### config.mk
export PLATFORM = sky130hd
export DESIGN_NAME = dfs_sqrt
export DESIGN_NICKNAME = d
export VERILOG_FILES = /design/src/design/assert_macros.svh /design/src/design/dfs_pkg.sv /design/src/design/dfs_sqrt.sv
export SDC_FILE = /design/constraint.sdc
export NUM_CORES = 2
export LEC_CHECK = 0
export ABC_CLOCK_PERIOD_IN_PS = 8650
export BUFFER_PORTS_ARGS = -buffer_cell sky130_fd_sc_hd__buf_2
export CAP_MARGIN = 30
export CELL_PAD_IN_SITES_DETAIL_PLACEMENT = 0
export CELL_PAD_IN_SITES_GLOBAL_PLACEMENT = 1
export CORE_MARGIN = 4
export CORE_UTILIZATION = 40
export DETAILED_ROUTE_END_ITERATION = 7
export HOLD_SLACK_MARGIN = 0.05
export PLACE_DENSITY = 0.64
export SETUP_SLACK_MARGIN = 0.4
export SLEW_MARGIN = 20
export SYNTH_ARGS = -nofsm -noshare
export SYNTH_HDL_FRONTEND = slang
export SYNTH_SLANG_ARGS = --single-unit
### constraint.sdc
create_clock -name clk -period 8.65 [get_ports clk]
set_input_delay 1.73 -clock clk [delete_from_list [all_inputs] [get_ports clk]]
set_output_delay 1.73 -clock clk [all_outputs]
set_load 0.03 [all_outputs]
### src/design/assert_macros.svh
// Assertion macros used by the top-level design file.
`ifndef ASSERT_MACROS_SVH
`define ASSERT_MACROS_SVH

// Same-cycle implication, checked on the rising clock edge outside reset.
`define CHK_NOW(lbl, clk, rst, ante, cons, msg) \
  lbl: assert property (@(posedge clk) disable iff (rst) (ante) |-> (cons)) else $error(msg);

// Implication that must hold on the next clock edge.
`define CHK_NEXT(lbl, clk, ante, cons, msg) \
  lbl: assert property (@(posedge clk) (ante) |=> (cons)) else $error(msg);

`endif

### src/design/dfs_pkg.sv
// Types, constants and helpers for the dielectric Fresnel sampler.
package dfs_pkg;

  localparam int DIR_FRAC_BITS = 14;
  localparam int Q30_SH        = 30 - DIR_FRAC_BITS;
  localparam int DIR_ONE       = 1 << DIR_FRAC_BITS;
  localparam int DIR_HI        = (DIR_ONE < 32767) ? DIR_ONE : 32767;
  localparam int DIR_LO        = -((DIR_ONE < 32768) ? DIR_ONE : 32768);

  localparam logic [30:0] Q30_ONE   = 31'h4000_0000;
  localparam logic [13:0] ETA_UNITY = 14'd4096;
  localparam logic [15:0] PROB_ONE  = 16'h8000;

  localparam int SQRT_STAGES = 31;
  localparam int DIV_STAGES  = 31;

  typedef enum logic [2:0] {
    REG_ETA, REG_INV_ETA, REG_REFL_R, REG_REFL_G,
    REG_REFL_B, REG_TRANS_R, REG_TRANS_G, REG_TRANS_B
  } reg_idx_t;

  typedef struct packed {
    logic [13:0] eta;
    logic [13:0] inv_eta;
    logic [15:0] refl_r;
    logic [15:0] refl_g;
    logic [15:0] refl_b;
    logic [15:0] trans_r;
    logic [15:0] trans_g;
    logic [15:0] trans_b;
  } cfg_t;

  // Per-item data that rides along the pipeline.
  typedef struct packed {
    logic [15:0] x;
    logic [15:0] y;
    logic [15:0] u;
    logic        pos;
    logic        unity;
    logic        tir;
    logic [30:0] ci;
    logic [30:0] ct;
  } side_t;

  // One lane of the restoring divider.
  typedef struct packed {
    logic [33:0] den;
    logic [34:0] rem;
    logic [30:0] quo;
    logic        dz;
  } div_lane_t;

  // Saturate a direction component to +-1 within the 16 bit range.
  function automatic logic [15:0] dir_sat(input int v);
    logic [15:0] r;
    if (v > DIR_HI) r = 16'(DIR_HI);
    else if (v < DIR_LO) r = 16'(DIR_LO);
    else r = 16'(v);
    return r;
  endfunction

endpackage

### src/design/dfs_sqrt.sv
// Pipelined digit-by-digit square root, one root bit per stage.
module dfs_sqrt import dfs_pkg::*; (
  input  logic        clk,
  input  logic        rst,
  input  logic        en,
  input  logic        in_valid,
  input  side_t       in_side,
  input  logic [61:0] in_rad,
  output logic        out_valid,
  output side_t       out_side
);

  logic        v_a    [0:SQRT_STAGES];
  side_t       side_a [0:SQRT_STAGES];
  logic [34:0] rem_a  [0:SQRT_STAGES];
  logic [30:0] q_a    [0:SQRT_STAGES];
  logic [61:0] n_a    [0:SQRT_STAGES];

  assign v_a[0]    = in_valid;
  assign side_a[0] = in_side;
  assign rem_a[0]  = '0;
  assign q_a[0]    = '0;
  assign n_a[0]    = in_rad;

  for (genvar j = 0; j < SQRT_STAGES; j++) begin : g_stage
    logic [34:0] sh, trial;
    logic        ge;

    // Bring down two radicand bits and try the next root bit.
    always_comb begin
      sh    = {rem_a[j][32:0], n_a[j][61:60]};
      trial = {2'b00, q_a[j], 2'b01};
      ge    = (sh >= trial);
    end

    always_ff @(posedge clk) begin
      if (rst) begin
        v_a[j+1] <= 1'b0;
      end else if (en) begin
        v_a[j+1] <= v_a[j];
      end
    end

    always_ff @(posedge clk) begin
      if (en) begin
        side_a[j+1] <= side_a[j];
        rem_a[j+1]  <= ge ? (sh - trial) : sh;
        q_a[j+1]    <= {q_a[j][29:0], ge};
        n_a[j+1]    <= {n_a[j][59:0], 2'b00};
      end
    end
  end

  always_comb begin
    out_valid   = v_a[SQRT_STAGES];
    out_side    = side_a[SQRT_STAGES];
    out_side.ct = q_a[SQRT_STAGES];
  end

endmodule

==> results_dict.tcl <==
set metrics [dict create \
    status "completed" \
    root_buffer "clkbuf_16" \
    syn_area_um2 189000 \
    die_h_um 695 \
    drt-initial-drc-count 6360 \
    post_cts_resized 0 \
    start_util 0.402 \
    yosysTopAreaCell "edfxtp_1" \
    io_pins 293 \
    r2r_end "g_stage[25].sh[10]" \
    rows 251 \
    layout_commonest_cell "edfxtp_1" \
    ys_warn_count 0 \
    synth_top_area_frac 0.782 \
    dp.cells 17600 \
    routabilityCongestion 0.928 \
    powerDensity_nw_per_um2 273 \
    ant_nets 0 \
    via_count 90800 \
    post-route-period-util 0.542 \
    clock.fmax_mhz 213 \
    crit_path_max_fanout 32 \
    port_buffers 261 \
    critPathKind "flop to flop" \
    synth_area_leaders "edfxtp_1 78%, ha_1 3.5%, xnor2_1 1.9%" \
    path_clk_slew_ps 60 \
    final_cell_mix "4910 x edfxtp_1, 681 x inv_1, 586 x nor2_1" \
    tightest_slew_ps 1100 \
    cts_tree "done" \
    overflow 0 \
    ir_worst_vdd_uv 209 \
    finalHoldViolCount 0 \
    post-cts-setup-buffer-count 0 \
    rr_worst_depth 11 \
    drv_slew 0 \
    clk_latency_ps 1010 \
    r2r_start "g_stage[24].sh[7]" \
    antenna_found_initial 10 \
    cp_data_arrival_time_ps 5400 \
    grt_pass1_wl_um 505000 \
    clock_sinks 4941 \
    htree_levels 6 \
    setup_violations 0 \
    layout.nets 12600 \
    tns_ps 0 \
    slew_headroom 0.267 \
    synthFlopType "edfxtp_1" \
    fp.dieW_um 695 \
    dpl.hpwl_um 210000 \
    wire_per_inst_um 17.2 \
    finalWorstSetupSlack_ps 3960 \
    drive_gt1_frac 0.101 \
    syn-num-nets 12000 \
    p_leak_nw 77.3 \
    fin_skew_ps 62.2 \
    crit_path_end_kind "flop" \
    start_kind "flop" \
    r2r_slack_ps 3960 \
    grt_pass1_vias 92300 \
    cts_max_path_buffers 4 \
    hold_depth 0 \
    numCtsBuffers 533 \
    rsz0062_at_grt "no" \
    core_um2 469000 \
    synth_edf_count 4910 \
    seq_area_frac_synth 0.785 \
    syn_inst 11300 \
    final_cells 18500 \
    holdCritPathClass "flop to flop" \
    track_usage 0.129 \
    grt_max_degree 189 \
    pre_cts_slack_ps 4080 \
    drt_wl_total_um 319000 \
    fin_crit_ps 4690 \
    synth.distinct_cells 87 \
    drc_errors 0 \
    min_to "side_a[2248]" \
    vias_per_cell 4.90 \
    drv_cap 0 \
    drt-pass1-iter-count 6 \
    dieArea_um2 482000 \
    cp.required_ps 9360 \
    synth_seq_cells 4941 \
    syn_avg_cell_area_um2 16.7 \
    holdBufCountCts 0 \
    hp-start "side_a[2361]" \
    area_growth_pct 13.7 \
    async_reset_ff_frac 0 \
]
## kinds of logic after synthesis
| kind of cell | Yosys count | synth area share |
|---|---|---|
| DFF | 4941 | 0.785 |
| and+or+nand+nor | 2283 | 0.0600 |
| AOI/OAI and AO/OA | 1703 | 0.0559 |
| buffers and inverters | 938 | 0.0204 |
| xor gates and xnor gates | 768 | 0.0357 |
| adders and majority gates | 528 | 0.0350 |
| muxes | 130 | 0.00747 |
| other | 1 | 0.0000199 |
## through the flow
stage / total power, mW / area (um^2) / hold WS [ps] / util
detailed placement: 37.4 / 197000 / 405 / 0.421
global placement: 37.2 / 197000 / 400 / 0.421
global route: 61.6 / 214000 / 394 / 0.457
floorplan: 34.9 / 189000 / 400 / -
finish: 58.6 / 214000 / 388 / 0.457
CTS: 59.5 / 214000 / 378 / 0.457
## flip-flops by register name, summed over array words and instances, names as in the netlist
| name | flops |
|---|---|
| side_a | 2460 |
| g_stage.sh | 1002 |
| n_a | 870 |
| g_stage.trial | 465 |
| out_side | 113 |
| v_a | 30 |
| out_valid | 1 |
## layer usage
layer | global-route usage | vias to the layer above | routed length (um)
li1 | - | 44000 | -
met1 | 0.166 | 44300 | 137000
met2 | 0.218 | 1788 | 155000
met3 | 0.0228 | 704 | 14100
met4 | 0.0524 | 0 | 12700
met5 | 0 | - | 0
## cells in the mapped netlist, types with 20 or more instances
| cell | n |
|---|---|
| buf_4 | 82 |
| xnor2_1 | 406 |
| o21ai_0 | 444 |
| nand2b_1 | 93 |
| clkbuf_1 | 158 |
| ha_1 | 528 |
| mux2_2 | 85 |
| o31ai_1 | 59 |
| xor2_1 | 362 |
| o21bai_1 | 62 |
| o21a_1 | 107 |
| or4_1 | 54 |
| o211ai_1 | 41 |
| a21boi_0 | 27 |
| a31oi_1 | 44 |
| inv_1 | 681 |
| dfxtp_1 | 31 |
| nand2_1 | 547 |
| nor3_1 | 228 |
| nand4_1 | 111 |
| or2_2 | 56 |
| nor2b_1 | 91 |
| nand3_1 | 131 |
| mux2i_1 | 45 |
| nand3b_1 | 20 |
| nor3b_1 | 24 |
| a21o_1 | 218 |
| nor4_1 | 106 |
| and2_1 | 34 |
| a211oi_1 | 38 |
| and3_1 | 50 |
| or3_1 | 81 |
| a21oi_1 | 512 |
| nor2_1 | 588 |
| edfxtp_1 | 4910 |
## worst max-delay path, stage by stage, from the launching register on
cell      delay, ps
edfxtp_1        390
ha_1            360
and3_1          230
a221oi_1        640
o31ai_1         300
o21ai_0         390
a21o_1          210
nor3b_1         370
o21ai_0         280
or3b_2          710
buf_12          240
mux2_2          280
## power breakdown
group	leakage [nW]	switching, mW	internal (mW)	total [mW]
logic	21.2	4.07	2.75	6.82
clock network	8.17	9.07	12.6	21.7
registers	47.9	1.10	29.0	30.1
total	77.3	14.2	44.3	58.6
## worst max-delay path by stage
stage / endpoint / from / cells past startpoint / slack (ps)
2_1_floorplan: g_stage[11].sh[16] / g_stage[10].sh[13] / 13 / 4820
3_3_place_gp: g_stage[25].sh[34] / g_stage[24].sh[7] / 11 / 3770
3_5_place_dp: g_stage[25].sh[13] / g_stage[24].sh[7] / 11 / 4080
4_1_cts: g_stage[25].sh[10] / g_stage[24].sh[6] / 11 / 4030
5_1_grt: g_stage[25].sh[10] / g_stage[24].sh[6] / 11 / 3720
6_report: g_stage[25].sh[10] / g_stage[24].sh[7] / 11 / 3960
## final cells by class
cell class                 instances  area (um^2)
fill                           40200       254000
sequential                      4941       148000
multi-input combinational       5413        36700
clock buffer                     666        14100
tap                             6198         7750
clock inverter                   278         2690
inverter                         682         2560
timing repair buffer             354         2400
antenna                            5         12.5
(Power assumes the default switching activity.)
