**config.mk**
```make
export PLATFORM = sky130hd
export DESIGN_NAME = dfs_front
export DESIGN_NICKNAME = d
export VERILOG_FILES = /design/src/design/assert_macros.svh /design/src/design/dfs_pkg.sv /design/src/design/dfs_front.sv
export SDC_FILE = /design/constraint.sdc
export NUM_CORES = 2
export LEC_CHECK = 0
export BUFFER_PORTS_ARGS = -buffer_cell sky130_fd_sc_hd__buf_4
export CAP_MARGIN = 20
export CORE_MARGIN = 2
export CORE_UTILIZATION = 57
export DETAILED_ROUTE_END_ITERATION = 10
export PLACE_DENSITY = 0.79
export SYNTH_ARGS = -nofsm -noshare
export SYNTH_HDL_FRONTEND = slang
export SYNTH_SLANG_ARGS = --single-unit
```
**constraint.sdc**
```tcl
create_clock -name clk -period 8.8 [get_ports clk]
set_clock_uncertainty 0.05 [all_clocks]
set_input_delay 0.44 -clock clk [delete_from_list [all_inputs] [get_ports clk]]
set_output_delay 0.44 -clock clk [all_outputs]
set_load 0.02 [all_outputs]
```
**src/design/assert_macros.svh**
```systemverilog
// Assertion macros used by the top-level design file.
`ifndef ASSERT_MACROS_SVH
`define ASSERT_MACROS_SVH

// Same-cycle implication, checked on the rising clock edge outside reset.
`define CHK_NOW(lbl, clk, rst, ante, cons, msg) \
  lbl: assert property (@(posedge clk) disable iff (rst) (ante) |-> (cons)) else $error(msg);

// Implication that must hold on the next clock edge.
`define CHK_NEXT(lbl, clk, ante, cons, msg) \
  lbl: assert property (@(posedge clk) (ante) |=> (cons)) else $error(msg);

`endif

```
**src/design/dfs_pkg.sv**
```systemverilog
// Types, constants and helpers for the dielectric Fresnel sampler.
package dfs_pkg;

  localparam int DIR_FRAC_BITS = 14;
  localparam int Q30_SH        = 30 - DIR_FRAC_BITS;
  localparam int DIR_ONE       = 1 << DIR_FRAC_BITS;
  localparam int DIR_HI        = (DIR_ONE < 32767) ? DIR_ONE : 32767;
  localparam int DIR_LO        = -((DIR_ONE < 32768) ? DIR_ONE : 32768);

  localparam logic [30:0] Q30_ONE   = 31'h4000_0000;
  localparam logic [13:0] ETA_UNITY = 14'd4096;
  localparam logic [15:0] PROB_ONE  = 16'h8000;

  localparam int SQRT_STAGES = 31;
  localparam int DIV_STAGES  = 31;

  typedef enum logic [2:0] {
    REG_ETA, REG_INV_ETA, REG_REFL_R, REG_REFL_G,
    REG_REFL_B, REG_TRANS_R, REG_TRANS_G, REG_TRANS_B
  } reg_idx_t;

  typedef struct packed {
    logic [13:0] eta;
    logic [13:0] inv_eta;
    logic [15:0] refl_r;
    logic [15:0] refl_g;
    logic [15:0] refl_b;
    logic [15:0] trans_r;
    logic [15:0] trans_g;
    logic [15:0] trans_b;
  } cfg_t;

  // Per-item data that rides along the pipeline.
  typedef struct packed {
    logic [15:0] x;
    logic [15:0] y;
    logic [15:0] u;
    logic        pos;
    logic        unity;
    logic        tir;
    logic [30:0] ci;
    logic [30:0] ct;
  } side_t;

  // One lane of the restoring divider.
  typedef struct packed {
    logic [33:0] den;
    logic [34:0] rem;
    logic [30:0] quo;
    logic        dz;
  } div_lane_t;

  // Saturate a direction component to +-1 within the 16 bit range.
  function automatic logic [15:0] dir_sat(input int v);
    logic [15:0] r;
    if (v > DIR_HI) r = 16'(DIR_HI);
    else if (v < DIR_LO) r = 16'(DIR_LO);
    else r = 16'(v);
    return r;
  endfunction

endpackage

```
**src/design/dfs_front.sv**
```systemverilog
// Front stages: cosine clamp, squares and the transmitted sine term.
module dfs_front import dfs_pkg::*; (
  input  logic        clk,
  input  logic        rst,
  input  logic        en,
  input  logic        in_valid,
  input  logic [15:0] in_x,
  input  logic [15:0] in_y,
  input  logic [15:0] in_z,
  input  logic [15:0] in_u,
  input  cfg_t        cfg,
  output logic        out_valid,
  output side_t       out_side,
  output logic [61:0] out_rad
);

  logic        v1, v2, v3;
  side_t       side1, side2, side3;
  logic [13:0] s1;
  logic [61:0] cc2;
  logic [27:0] ss2;
  logic [58:0] prod3;

  int          zs, zc, zabs;
  side_t       side1_next;
  logic [30:0] sin2;
  logic [34:0] t4;
  logic        tir4;
  logic [30:0] rad4;
  side_t       side4;

  // Clamp the cosine and pick the sine scale.
  always_comb begin
    zs   = int'($signed(in_z));
    zc   = (zs > DIR_ONE) ? DIR_ONE : ((zs < -DIR_ONE) ? -DIR_ONE : zs);
    zabs = (zc < 0) ? -zc : zc;
    side1_next       = '0;
    side1_next.x     = in_x;
    side1_next.y     = in_y;
    side1_next.u     = in_u;
    side1_next.pos   = (zc > 0);
    side1_next.unity = (cfg.eta == ETA_UNITY);
    side1_next.ci    = 31'(zabs << Q30_SH);
  end

  always_comb begin
    sin2 = Q30_ONE - 31'(cc2 >> 30);
    t4   = 35'(prod3 >> 24);
    tir4 = (t4 >= {4'b0, Q30_ONE});
    rad4 = tir4 ? 31'd0 : (Q30_ONE - t4[30:0]);
    side4     = side3;
    side4.tir = tir4;
  end

  // Advance valid bits.
  always_ff @(posedge clk) begin
    if (rst) begin
      v1 <= 1'b0;
      v2 <= 1'b0;
      v3 <= 1'b0;
      out_valid <= 1'b0;
    end else if (en) begin
      v1 <= in_valid;
      v2 <= v1;
      v3 <= v2;
      out_valid <= v3;
    end
  end

  // Payload stages.
  always_ff @(posedge clk) begin
    if (en) begin
      side1 <= side1_next;
      s1    <= side1_next.pos ? cfg.inv_eta : cfg.eta;
      side2 <= side1;
      cc2   <= 62'(side1.ci) * 62'(side1.ci);
      ss2   <= 28'(s1) * 28'(s1);
      side3 <= side2;
      prod3 <= 59'(sin2) * 59'(ss2);
      out_side <= side4;
      out_rad  <= {1'b0, rad4, 30'd0};
    end
  end

endmodule

```
==> results_dict.tcl <==
set metrics [dict create \
    synthFlopType "edfxtp_1" \
    synthTopCellsByCount "inv_1 (1051), fa_1 (925), and2_1 (509), nand2_1 (481), ha_1 (407)" \
    grt_pass1_wl_microns 191000 \
    fillCellCount 6519 \
    fmax_mhz 112 \
    vias 33840 \
    area_growth_pct 13.4 \
    worstMarginPinSlew_ns 1.15 \
    antenna_found_initial 4 \
    cts_tree "built" \
    cp-end-kind "register" \
    r2r_start "cc2[43]$_DFFE_PP_" \
    portBuffers 193 \
    ys_types 68 \
    slowest_delay_ns 0.56 \
    setup_violations 8 \
    fp-row-count 109 \
    r2r-end "prod3[53]$_DFFE_PP_" \
    die_y_microns 303 \
    clock-sinks 399 \
    ys_seq_elements 399 \
    busiest_layer "met2" \
    slowest_stage "fa_2" \
    yosysMostFrequentCell "inv_1" \
    async_reset_ff_share_pct 0 \
    finalCritPeriodShare_pct 101 \
    first_iter_violations 2480 \
    gp_congestion 0.910 \
    ys_seq_area_share_pct 23.5 \
    die-area_sq_um 91600 \
    worst_slack_ns -0.102 \
    yosys_warnings 0 \
    design.core.area_sq_um 88400 \
    netlist_area_sq_um 50800 \
    final_nets 6665 \
    min_to "side1[63]$_DFFE_PP_" \
    path_max_fanout 5 \
    overflow 0 \
    clk_pin_slew_ns 0.06 \
    synth-edff-count 395 \
    gr-usage-all-layers_pct 26.4 \
    htreeDepth 2 \
    hold_violations 0 \
    clk_path_buf_depth 3 \
    violations "setup timing" \
    io_pins 368 \
    final_layout_size_suffix_gt1_share_pct 13.3 \
    antenna_left 0 \
    drcViolationCount 0 \
    place_ws_ns -0.360 \
    clk_latency_ns 0.61 \
    worst_setup_path_start_kind "register" \
    synth_cells 4810 \
    grt_pass1_vias 36872 \
    cts-buffers-inserted 44 \
    cts-root-buf "clkbuf_16" \
    hold_depth 2 \
    drtPass1Iterations 6 \
    synth_top_area_cell "fa_1" \
    finalMaxSlewViolations 0 \
    synth_top_area_share_pct 36.4 \
    crit_type "register to register" \
    critical_path_arrival_ns 9.19 \
    gr-usage-met2_pct 44.6 \
    wl_per_cell_microns 18.5 \
    cap_violations 0 \
    synthTopCellsByArea "fa_1 (36%), edfxtp_1 (23%), ha_1 (10%), inv_1 (7.8%), and2_1 (6.3%)" \
    r2r_slack_ns -0.10 \
    cp.required_ns 9.09 \
    vias_per_cell 5.34 \
    post-route-min-period_ns 8.90 \
    die_w_microns 303 \
    max_slew_margin_pct 23.3 \
    met1_usage_pct 33.9 \
    status "finished, violations left" \
    grt_max_degree 151 \
    rsz0062_at_grt "yes" \
    drt-total-wl_microns 117000 \
    min-delay-start "cfg[118]" \
    met3_usage_pct 5.90 \
    dp_hpwl_microns 88800 \
    crit_top_cell "fa_1" \
    worst_r2r_path_depth 32 \
    syn_area_per_cell_sq_um 10.6 \
    start_util_pct 57.5 \
    holdCritPathClass "input pin to register" \
]
area by class of cell:
cell class | instances | area [sq um] | area share [%]
Timing Repair Buffer | 475 | 3920 | 6.81
Multi-Input combinational cell | 3170 | 34900 | 60.6
Clock inverter | 24 | 304 | 0.528
Sequential cell | 399 | 11900 | 20.7
Tap cell | 1165 | 1460 | 2.53
Inverter | 1051 | 3950 | 6.84
Antenna cell | 1 | 2.50 | 0.00434
Clock buffer | 51 | 1150 | 1.99
registers in the layout, summed over array words and instances, names as in the netlist, 27 cells and up:
signal,cells
side3,65
cc2,27
out_rad,31
out_side,66
prod3,35
side2,65
side1,65
ss2,27
through the flow:
step / util (%) / hold slack [ns] / cell area, sq um / std cells / setup TNS (ns)
finish: 65.2 / 0.0719 / 57600 / 6336 / -0.263
floorplan: - / 0.350 / 51200 / 4887 / -0.0210
CTS: 64.5 / 0.0276 / 57000 / 6322 / -0.219
global route: 65.2 / 0.0563 / 57600 / 6336 / -5.14
detailed placement: 61.7 / 0.355 / 54500 / 6177 / -5.46
global placement: 61.7 / 0.350 / 54500 / 6176 / -1.82
kinds of logic after synthesis:
family          Yosys count  share of synthesized area [%]
compound gates          266                           3.37
mux                      20                          0.433
xor+xnor                156                           2.72
flops                   399                           23.5
buf+inv                1318                           10.3
other cells               1                        0.00738
simple gates           1318                           13.2
fa+ha+maj              1332                           46.4
layout by cell type, fill, tap and decap left out, types with 26 or more instances in the layout:
master,synthesis,layout
dlygate4sd3_1,0,49
buf_6,0,26
nor3_1,39,32
a21oi_1,85,73
clkbuf_16,0,44
edfxtp_1,395,395
fa_1,925,901
and2_1,509,499
xor2_1,65,59
o21ai_0,48,30
nor2_1,128,119
inv_1,1051,1037
ha_1,407,389
a21o_1,40,40
xnor2_1,90,73
conb_1,1,78
nand2_1,481,471
buf_4,80,388
repair_timing:
item | 4_1_cts | 5_1_grt
pin swaps | 87 | 87
hold buffers | 49 | 0
endpoints found under the setup margin | 25 | 31
hold endpoints to repair | 52 | 0
cloned | 0 | 0
resized for setup | 84 | 122
setup buffers | 22 | 14
how the worst max path moves through the flow:
| stage | endpoint | depth (start not counted) | slack, ns | start |
|---|---|---|---|---|
| 2_1_floorplan | prod3[53]$_DFFE_PP_ | 30 | -0.02 | cc2[43]$_DFFE_PP_ |
| 3_3_place_gp | prod3[53]$_DFFE_PP_ | 31 | -0.18 | cc2[43]$_DFFE_PP_ |
| 3_5_place_dp | prod3[53]$_DFFE_PP_ | 30 | -0.36 | cc2[43]$_DFFE_PP_ |
| 4_1_cts | prod3[57]$_DFFE_PP_ | 29 | -0.07 | cc2[41]$_DFFE_PP_ |
| 5_1_grt | prod3[39]$_DFFE_PP_ | 32 | -0.32 | cc2[43]$_DFFE_PP_ |
| 6_report | prod3[53]$_DFFE_PP_ | 32 | -0.10 | cc2[43]$_DFFE_PP_ |
routing by layer:
metal	part of all wire, %	vias up
met4	3.6	4
met3	9.4	308
li1	-	15171
met2	49	1457
met5	0.066	-
met1	38	16900
worst max-delay path, delay by kind of cell (launching register included):
kind            cells  cell delay (ns)
flops               1             0.38
simple gates        7             2.40
compound gates      8             1.17
xor+xnor            2             0.40
buf+inv             7             0.60
fa+ha+maj           8             3.61
Power is left out: the tool's default activity adds up to more than one toggle a clock period on the data nets, which glitch-free logic cannot reach.
