**src/design/assert_macros.svh**
```systemverilog
// Assertion macros used by the top-level design file.
`ifndef ASSERT_MACROS_SVH
`define ASSERT_MACROS_SVH

// Same-cycle implication, checked on the rising clock edge outside reset.
`define CHK_NOW(lbl, clk, rst, ante, cons, msg) \
  lbl: assert property (@(posedge clk) disable iff (rst) (ante) |-> (cons)) else $error(msg);

// Implication that must hold on the next clock edge.
`define CHK_NEXT(lbl, clk, ante, cons, msg) \
  lbl: assert property (@(posedge clk) (ante) |=> (cons)) else $error(msg);

`endif

```
**src/design/dfs_pkg.sv**
```systemverilog
// Types, constants and helpers for the dielectric Fresnel sampler.
package dfs_pkg;

  localparam int DIR_FRAC_BITS = 14;
  localparam int Q30_SH        = 30 - DIR_FRAC_BITS;
  localparam int DIR_ONE       = 1 << DIR_FRAC_BITS;
  localparam int DIR_HI        = (DIR_ONE < 32767) ? DIR_ONE : 32767;
  localparam int DIR_LO        = -((DIR_ONE < 32768) ? DIR_ONE : 32768);

  localparam logic [30:0] Q30_ONE   = 31'h4000_0000;
  localparam logic [13:0] ETA_UNITY = 14'd4096;
  localparam logic [15:0] PROB_ONE  = 16'h8000;

  localparam int SQRT_STAGES = 31;
  localparam int DIV_STAGES  = 31;

  typedef enum logic [2:0] {
    REG_ETA, REG_INV_ETA, REG_REFL_R, REG_REFL_G,
    REG_REFL_B, REG_TRANS_R, REG_TRANS_G, REG_TRANS_B
  } reg_idx_t;

  typedef struct packed {
    logic [13:0] eta;
    logic [13:0] inv_eta;
    logic [15:0] refl_r;
    logic [15:0] refl_g;
    logic [15:0] refl_b;
    logic [15:0] trans_r;
    logic [15:0] trans_g;
    logic [15:0] trans_b;
  } cfg_t;

  // Per-item data that rides along the pipeline.
  typedef struct packed {
    logic [15:0] x;
    logic [15:0] y;
    logic [15:0] u;
    logic        pos;
    logic        unity;
    logic        tir;
    logic [30:0] ci;
    logic [30:0] ct;
  } side_t;

  // One lane of the restoring divider.
  typedef struct packed {
    logic [33:0] den;
    logic [34:0] rem;
    logic [30:0] quo;
    logic        dz;
  } div_lane_t;

  // Saturate a direction component to +-1 within the 16 bit range.
  function automatic logic [15:0] dir_sat(input int v);
    logic [15:0] r;
    if (v > DIR_HI) r = 16'(DIR_HI);
    else if (v < DIR_LO) r = 16'(DIR_LO);
    else r = 16'(v);
    return r;
  endfunction

endpackage

```
**src/design/dfs_back.sv**
```systemverilog
// Output stage: lobe choice, direction build, saturation and output register.
module dfs_back import dfs_pkg::*; (
  input  logic        clk,
  input  logic        rst,
  input  logic        en,
  input  logic        in_valid,
  input  side_t       in_side,
  input  logic [15:0] in_f15,
  input  cfg_t        cfg,
  output logic        out_valid,
  output logic [15:0] dir_x,
  output logic [15:0] dir_y,
  output logic [15:0] dir_z,
  output logic [15:0] prob,
  output logic        transmitted,
  output logic [15:0] weight_r,
  output logic [15:0] weight_g,
  output logic [15:0] weight_b
);

  logic [30:0] ctmag;
  logic        neg;
  logic [13:0] k;
  int          zm, oz, zc, xs, ys, ax, ay, nsx, nsy;
  logic [30:0] px, py;
  logic        refl;

  // Build both candidate directions and pick one.
  always_comb begin
    ctmag = in_side.unity ? in_side.ci : (in_side.tir ? 31'd0 : in_side.ct);
    neg   = in_side.pos && (ctmag != 31'd0);
    k     = neg ? cfg.inv_eta : cfg.eta;
    zm    = int'(ctmag >> Q30_SH);
    oz    = neg ? -zm : zm;
    zc    = in_side.pos ? int'(in_side.ci >> Q30_SH) : -int'(in_side.ci >> Q30_SH);
    xs    = int'($signed(in_side.x));
    ys    = int'($signed(in_side.y));
    ax    = (xs < 0) ? -xs : xs;
    ay    = (ys < 0) ? -ys : ys;
    px    = 31'(17'(ax)) * 31'(k);
    py    = 31'(17'(ay)) * 31'(k);
    nsx   = (xs < 0) ? int'(px >> 12) : -int'(px >> 12);
    nsy   = (ys < 0) ? int'(py >> 12) : -int'(py >> 12);
    refl  = (in_side.u <= in_f15);
  end

  always_ff @(posedge clk) begin
    if (rst) out_valid <= 1'b0;
    else if (en) out_valid <= in_valid;
  end

  always_ff @(posedge clk) begin
    if (en) begin
      if (refl) begin
        dir_x       <= dir_sat(-xs);
        dir_y       <= dir_sat(-ys);
        dir_z       <= dir_sat(zc);
        prob        <= in_f15;
        transmitted <= 1'b0;
        weight_r    <= cfg.refl_r;
        weight_g    <= cfg.refl_g;
        weight_b    <= cfg.refl_b;
      end else begin
        dir_x       <= dir_sat(nsx);
        dir_y       <= dir_sat(nsy);
        dir_z       <= dir_sat(oz);
        prob        <= PROB_ONE - in_f15;
        transmitted <= 1'b1;
        weight_r    <= cfg.trans_r;
        weight_g    <= cfg.trans_g;
        weight_b    <= cfg.trans_b;
      end
    end
  end

endmodule

```
**config.mk**
```make
export PLATFORM = sky130hd
export DESIGN_NAME = dfs_back
export DESIGN_NICKNAME = d
export VERILOG_FILES = /design/src/design/assert_macros.svh /design/src/design/dfs_pkg.sv /design/src/design/dfs_back.sv
export SDC_FILE = /design/constraint.sdc
export NUM_CORES = 1
export LEC_CHECK = 0
export ABC_CLOCK_PERIOD_IN_PS = 32500
export BUFFER_PORTS_ARGS = -buffer_cell sky130_fd_sc_hd__clkbuf_2
export CAP_MARGIN = 20
export CORE_MARGIN = 2
export CORE_UTILIZATION = 50
export DETAILED_ROUTE_END_ITERATION = 10
export HOLD_SLACK_MARGIN = 0.12
export PLACE_DENSITY = 0.74
export SKIP_LAST_GASP = 1
export SYNTH_ARGS = -nofsm -noshare
export SYNTH_HDL_FRONTEND = slang
export SYNTH_SLANG_ARGS = --single-unit
```
**constraint.sdc**
```tcl
create_clock -name clk -period 32.5 [get_ports clk]
set_clock_uncertainty 0.2 [all_clocks]
set_input_delay 3.25 -clock clk [delete_from_list [all_inputs] [get_ports clk]]
set_output_delay 3.25 -clock clk [all_outputs]
set_load 0.1 [all_outputs]
```
==> results of run 1 <==
worst min-delay path: cells and delay by family (launching register included):
family	cells	cell delay, ns
DFF	1	0.34
and+or+nand+nor	1	0.08
muxes	1	0.08
stage by stage:
| stage | hold slack (ns) | cells |
|---|---|---|
| 6_report | 0.339 | 4193 |
| 3_5_place_dp | 0.333 | 4158 |
| 5_1_grt | 0.396 | 4193 |
| 2_1_floorplan | 0.771 | 3181 |
| 4_1_cts | 0.348 | 4190 |
| 3_3_place_gp | 0.306 | 4156 |
path summary, 6_finish.rpt:
path	from	endpoint	depth (start not counted)
max	in_side[63]	dir_x[9]	36
min	out_valid	out_valid	2
max reg2reg	out_valid	out_valid	2
min reg2reg	out_valid	out_valid	2
layout by cell type, fill, tap and decap left out, types with 29 or more instances in the layout:
master and count:
and2_1 31, a31oi_1 31, a21oi_1 86, ha_1 178, nand3_1 31, clkbuf_2 369
or3_1 30, nor3_1 42, inv_1 568, fa_1 450, nor2_1 359, xor2_1 75
edfxtp_1 113, o21ai_0 53, xnor2_1 117, a21o_1 52, buf_4 44, nand2_1 423
nor2b_1 29
flip-flops by register name, summed over array words and instances (netlist names):
name         flops
dir_x           16
dir_y           16
dir_z           16
prob            16
weight_b        16
weight_g        16
weight_r        16
out_valid        1
transmitted      1
kinds of logic (layout without fill, tap and decap cells):
group | Yosys count | count (layout) | synth area share, %
AO/OA/AOI/OAI | 408 | 408 | 10.6
multiplexers | 25 | 25 | 1.00
adder cells (fa/ha/maj) | 628 | 628 | 41.3
flip-flops | 114 | 114 | 12.5
other | 0 | 1 | 0
XOR/XNOR | 193 | 193 | 6.21
buffers and inverters | 705 | 1020 | 9.89
AND/OR/NAND/NOR | 1108 | 1108 | 18.5
per-layer routing:
layer / vias up / share of wire [%] / wire length [um]
li1: 10800 / - / -
met1: 11300 / 42 / 32500
met2: 959 / 46 / 36200
met3: 154 / 8.0 / 6230
met4: 2 / 3.8 / 2990
met5: - / 0.017 / 13
layout make-up:
type | count | area [um2]
timing repair buffer | 415 | 2190
multi-input combinational | 2362 | 21200
inverter | 573 | 2150
fill | 4910 | 23400
clock inverter | 15 | 168
tap | 696 | 871
antenna | 1 | 2.50
clock buffer | 17 | 425
sequential | 114 | 3410
==> impl_metrics.env, run 1 <==
export IMPL_start_util_pct=50.6
export IMPL_ant_nets=0
export IMPL_grt_antenna_before_repair=2
export IMPL_routed_wirelength_um=77900
export IMPL_holdBufCountCts=0
export IMPL_fin_util_pct=56.6
export IMPL_fin_crit_ns=15.54
export IMPL_worstHoldPathType="register to register"
export IMPL_syn_inst=3181
export IMPL_max_stage_delay_ns=0.88
export IMPL_grt_use_total_pct=28.2
export IMPL_maxSlewHeadroom_pct=26.7
export IMPL_synth_most_common_cell="inv_1"
export IMPL_setup_slack_ns=16.96
export IMPL_path_clk_slew_ns=0.06
export IMPL_synth_cell_types=99
export IMPL_design_area_um2=30400
export IMPL_synth_yosys_seq_area_share_pct=12.5
export IMPL_use_met2_pct=45.8
export IMPL_drcViolationCount=0
export IMPL_die_h_um=237
export IMPL_clockRootBuffer="clkbuf_16"
export IMPL_synth_common_cells="568 x inv_1, 450 x fa_1, 423 x nand2_1"
export IMPL_io_pins=371
export IMPL_worst_pin_slew_ns=1.10
export IMPL_rows=85
export IMPL_placed_area_um2=29800
export IMPL_routedWlPerCell_um=18.6
export IMPL_cpMaxStageDelayCell="a41o_2"
export IMPL_reg2reg_slack_ns=31.69
export IMPL_tritoncts="yes"
export IMPL_crit_type="primary input to register"
export IMPL_grtUsageMet3_pct=4.71
export IMPL_crit_top_cell="fa_1"
export IMPL_core_area_um2=53800
export IMPL_synth_seq_cells=114
export IMPL_cp_max_fo=34
export IMPL_path_buf_inv=6
export IMPL_die_x_um=237
export IMPL_via_count=23300
export IMPL_required_ns=32.61
export IMPL_cts_max_level=4
export IMPL_synth_edf_count=113
export IMPL_tns_ns=0
export IMPL_dieArea_um2=56300
export IMPL_clock_sinks=114
export IMPL_met1_usage_pct=38.0
export IMPL_grt_overflow_total=0
export IMPL_outcome="finished, final reports clean"
export IMPL_setup_violations=0
export IMPL_portBuffers=370
export IMPL_hold_violations=0
export IMPL_dr_pass1_iters=6
export IMPL_yosys_warnings=0
export IMPL_clock_latency_ns=0.44
export IMPL_areaGrowthSynthToFinish_pct=11.8
export IMPL_syn_nets=4066
export IMPL_hpwl_um=63100
export IMPL_async_reset_ff_share_pct=0
export IMPL_drive_above_1_share_pct=14.2
export IMPL_arrival_ns=15.65
export IMPL_drv_cap=0
export IMPL_grt_max_degree=71
export IMPL_grt_pass1_vias=23400
export IMPL_fmax_ghz=0.0643
export IMPL_grt_busiest_layer="met2"
export IMPL_gp_congestion=0.956
export IMPL_synth_area_top_cells="fa_1 33%, edfxtp_1 12%, ha_1 8.2%"
export IMPL_cts_buffers=17
export IMPL_grt_pass1_wl_um=125000
export IMPL_min_period_over_period_pct=47.8
export IMPL_synth_ff_type="edfxtp_1"
export IMPL_cts_resized=0
export IMPL_clock_path_buffers=2
export IMPL_final_max_slew_viol_count=0
export IMPL_endpoint_kind="register"
export IMPL_postCtsSetupBuffers=0
export IMPL_first_iter_violations=1688
export IMPL_cp_top_family="compound AO/OA/AOI/OAI gates"
export IMPL_synth_top_cell_by_area="fa_1"
export IMPL_final_nets=4368
export IMPL_synth_area_per_cell_um2=8.56
export IMPL_worst_setup_path_start_kind="primary input"
export IMPL_pre_cts_ws_ns=16.69
export IMPL_synth_top_area_share_pct=33.1
export IMPL_synth_cell_area_um2=27200
export IMPL_rsz0062_at_grt="false"
export IMPL_vias_per_cell=5.55
Power of run 1 is left out: the tool's default activity adds up to more than one toggle a clock period on the data nets, which glitch-free logic cannot reach.
==> inputs of run 2 (changes only) <==
Settings changed: ABC_CLOCK_PERIOD_IN_PS 32500 to 13480, PLACE_DENSITY 0.74 to 0.77.
Clock period 32.5 ns to 13.48 ns, I/O delays scaled along.
==> run 2 against run 1 <==
Non-clock buffer count grew 35. Critical path depth shrank 1. Via count grew 1.4%. Worst setup slack lost 16 ns. Hold slack lost 0.029 ns. Sequential cell count is the same. Utilization grew 0.51 points. Largest cell class unchanged.
==> impl_metrics.env, run 2 (synthesis results as in run 1) <==
export IMPL_final_cell_mix="568 x inv_1, 450 x fa_1, 423 x nand2_1"
export IMPL_rows=85
export IMPL_final_max_slew_viol_count=0
export IMPL_drive_above_1_share_pct=15.2
export IMPL_cts_max_level=4
export IMPL_grt_pass1_wl_um=127000
export IMPL_met1_usage_pct=38.4
export IMPL_dieArea_um2=56300
export IMPL_drcViolationCount=0
export IMPL_cp_max_fo=21
export IMPL_crit_type="primary input to register"
export IMPL_tns_ns=0
export IMPL_holdBufCountCts=0
export IMPL_first_iter_violations=1849
export IMPL_via_count=23600
export IMPL_cts_resized=0
export IMPL_clock_path_buffers=2
export IMPL_tritoncts="yes"
export IMPL_max_stage_delay_ns=0.70
export IMPL_postCtsSetupBuffers=0
export IMPL_worst_pin_slew_ns=1.06
export IMPL_ant_nets=0
export IMPL_outcome="finished, final reports clean"
export IMPL_drv_cap=0
export IMPL_areaGrowthSynthToFinish_pct=12.8
export IMPL_clock_latency_ns=0.43
export IMPL_fin_crit_ns=12.75
export IMPL_rsz0062_at_grt="false"
export IMPL_crit_path_start="in_side[63]"
export IMPL_use_met2_pct=47.4
export IMPL_hold_violations=0
export IMPL_design_area_um2=30700
export IMPL_vias_per_cell=5.58
export IMPL_portBuffers=370
export IMPL_worst_setup_path_start_kind="primary input"
export IMPL_setup_violations=0
export IMPL_arrival_ns=12.87
export IMPL_grt_antenna_before_repair=1
export IMPL_reg2reg_from="out_valid"
export IMPL_grt_busiest_layer="met2"
export IMPL_cts_buffers=17
export IMPL_crit_top_cell="fa_1"
export IMPL_dr_pass1_iters=6
export IMPL_clock_sinks=114
export IMPL_grt_use_total_pct=28.7
export IMPL_routedWlPerCell_um=18.7
export IMPL_placed_area_um2=30100
export IMPL_grt_overflow_total=0
export IMPL_die_h_um=237
export IMPL_worstHoldPathType="register to register"
export IMPL_final_nets=4403
export IMPL_hold_slack_ns=0.310
export IMPL_maxSlewHeadroom_pct=29.5
export IMPL_endpoint_kind="register"
export IMPL_io_pins=371
export IMPL_die_x_um=237
export IMPL_cpMaxStageDelayCell="mux2i_4"
export IMPL_grt_pass1_vias=23700
export IMPL_grtUsageMet3_pct=4.85
export IMPL_clockRootBuffer="clkbuf_16"
export IMPL_grt_max_degree=79
export IMPL_routed_wirelength_um=79100
export IMPL_fmax_ghz=0.0784
export IMPL_worstHoldStart="out_valid"
export IMPL_min_period_over_period_pct=94.6
export IMPL_start_util_pct=50.6
export IMPL_final_common_cell="inv_1"
export IMPL_path_clk_slew_ns=0.07
export IMPL_required_ns=13.60
export IMPL_core_area_um2=53800
export IMPL_gp_congestion=0.968
export IMPL_hpwl_um=65900
## run 2: metrics by stage
| stage | setup slack (ns) | utilization, % | instances |
|---|---|---|---|
| final | 0.726 | 57.1 | 4228 |
| after global placement | 0.261 | 55.9 | 4193 |
| after CTS | 0.523 | 57.0 | 4225 |
| after floorplan | 1.09 | - | 3181 |
| after global routing | 0.0124 | 57.1 | 4228 |
| after detailed placement | 0.0585 | 55.9 | 4193 |
## run 2: path summary, 6_finish.rpt
path	to	slack, ns	depth (start not counted)
worst max-delay path	dir_x[9]	0.73	35
worst min register to register	out_valid	0.31	2
worst min-delay path	out_valid	0.31	2
worst max register to register	out_valid	12.68	2
## run 2: per-layer routing
| metal | vias to the layer above | wire length (um) |
|---|---|---|
| met5 | - | 0 |
| li1 | 10900 | - |
| met4 | 0 | 2490 |
| met1 | 11500 | 32800 |
| met3 | 147 | 6340 |
| met2 | 1071 | 37500 |
## run 2: cell type report
cell class	count	area, um2
Fill cell	4822	23100
Inverter	573	2150
Sequential cell	114	3410
Clock inverter	15	166
Antenna cell	1	2.50
Multi-Input combinational cell	2362	21200
Clock buffer	17	425
Timing Repair Buffer	450	2450
Tap cell	696	871
## run 2: critical path: cells and delay by family
family | cells | cell delay [ns]
buffers and inverters | 5 | 0.47
adder cells (fa/ha/maj) | 9 | 4.06
multiplexers | 1 | 0.70
XOR/XNOR | 2 | 0.42
AO/OA/AOI/OAI | 12 | 3.77
AND/OR/NAND/NOR | 6 | 2.05
Power of run 2 is left out for the same reason.
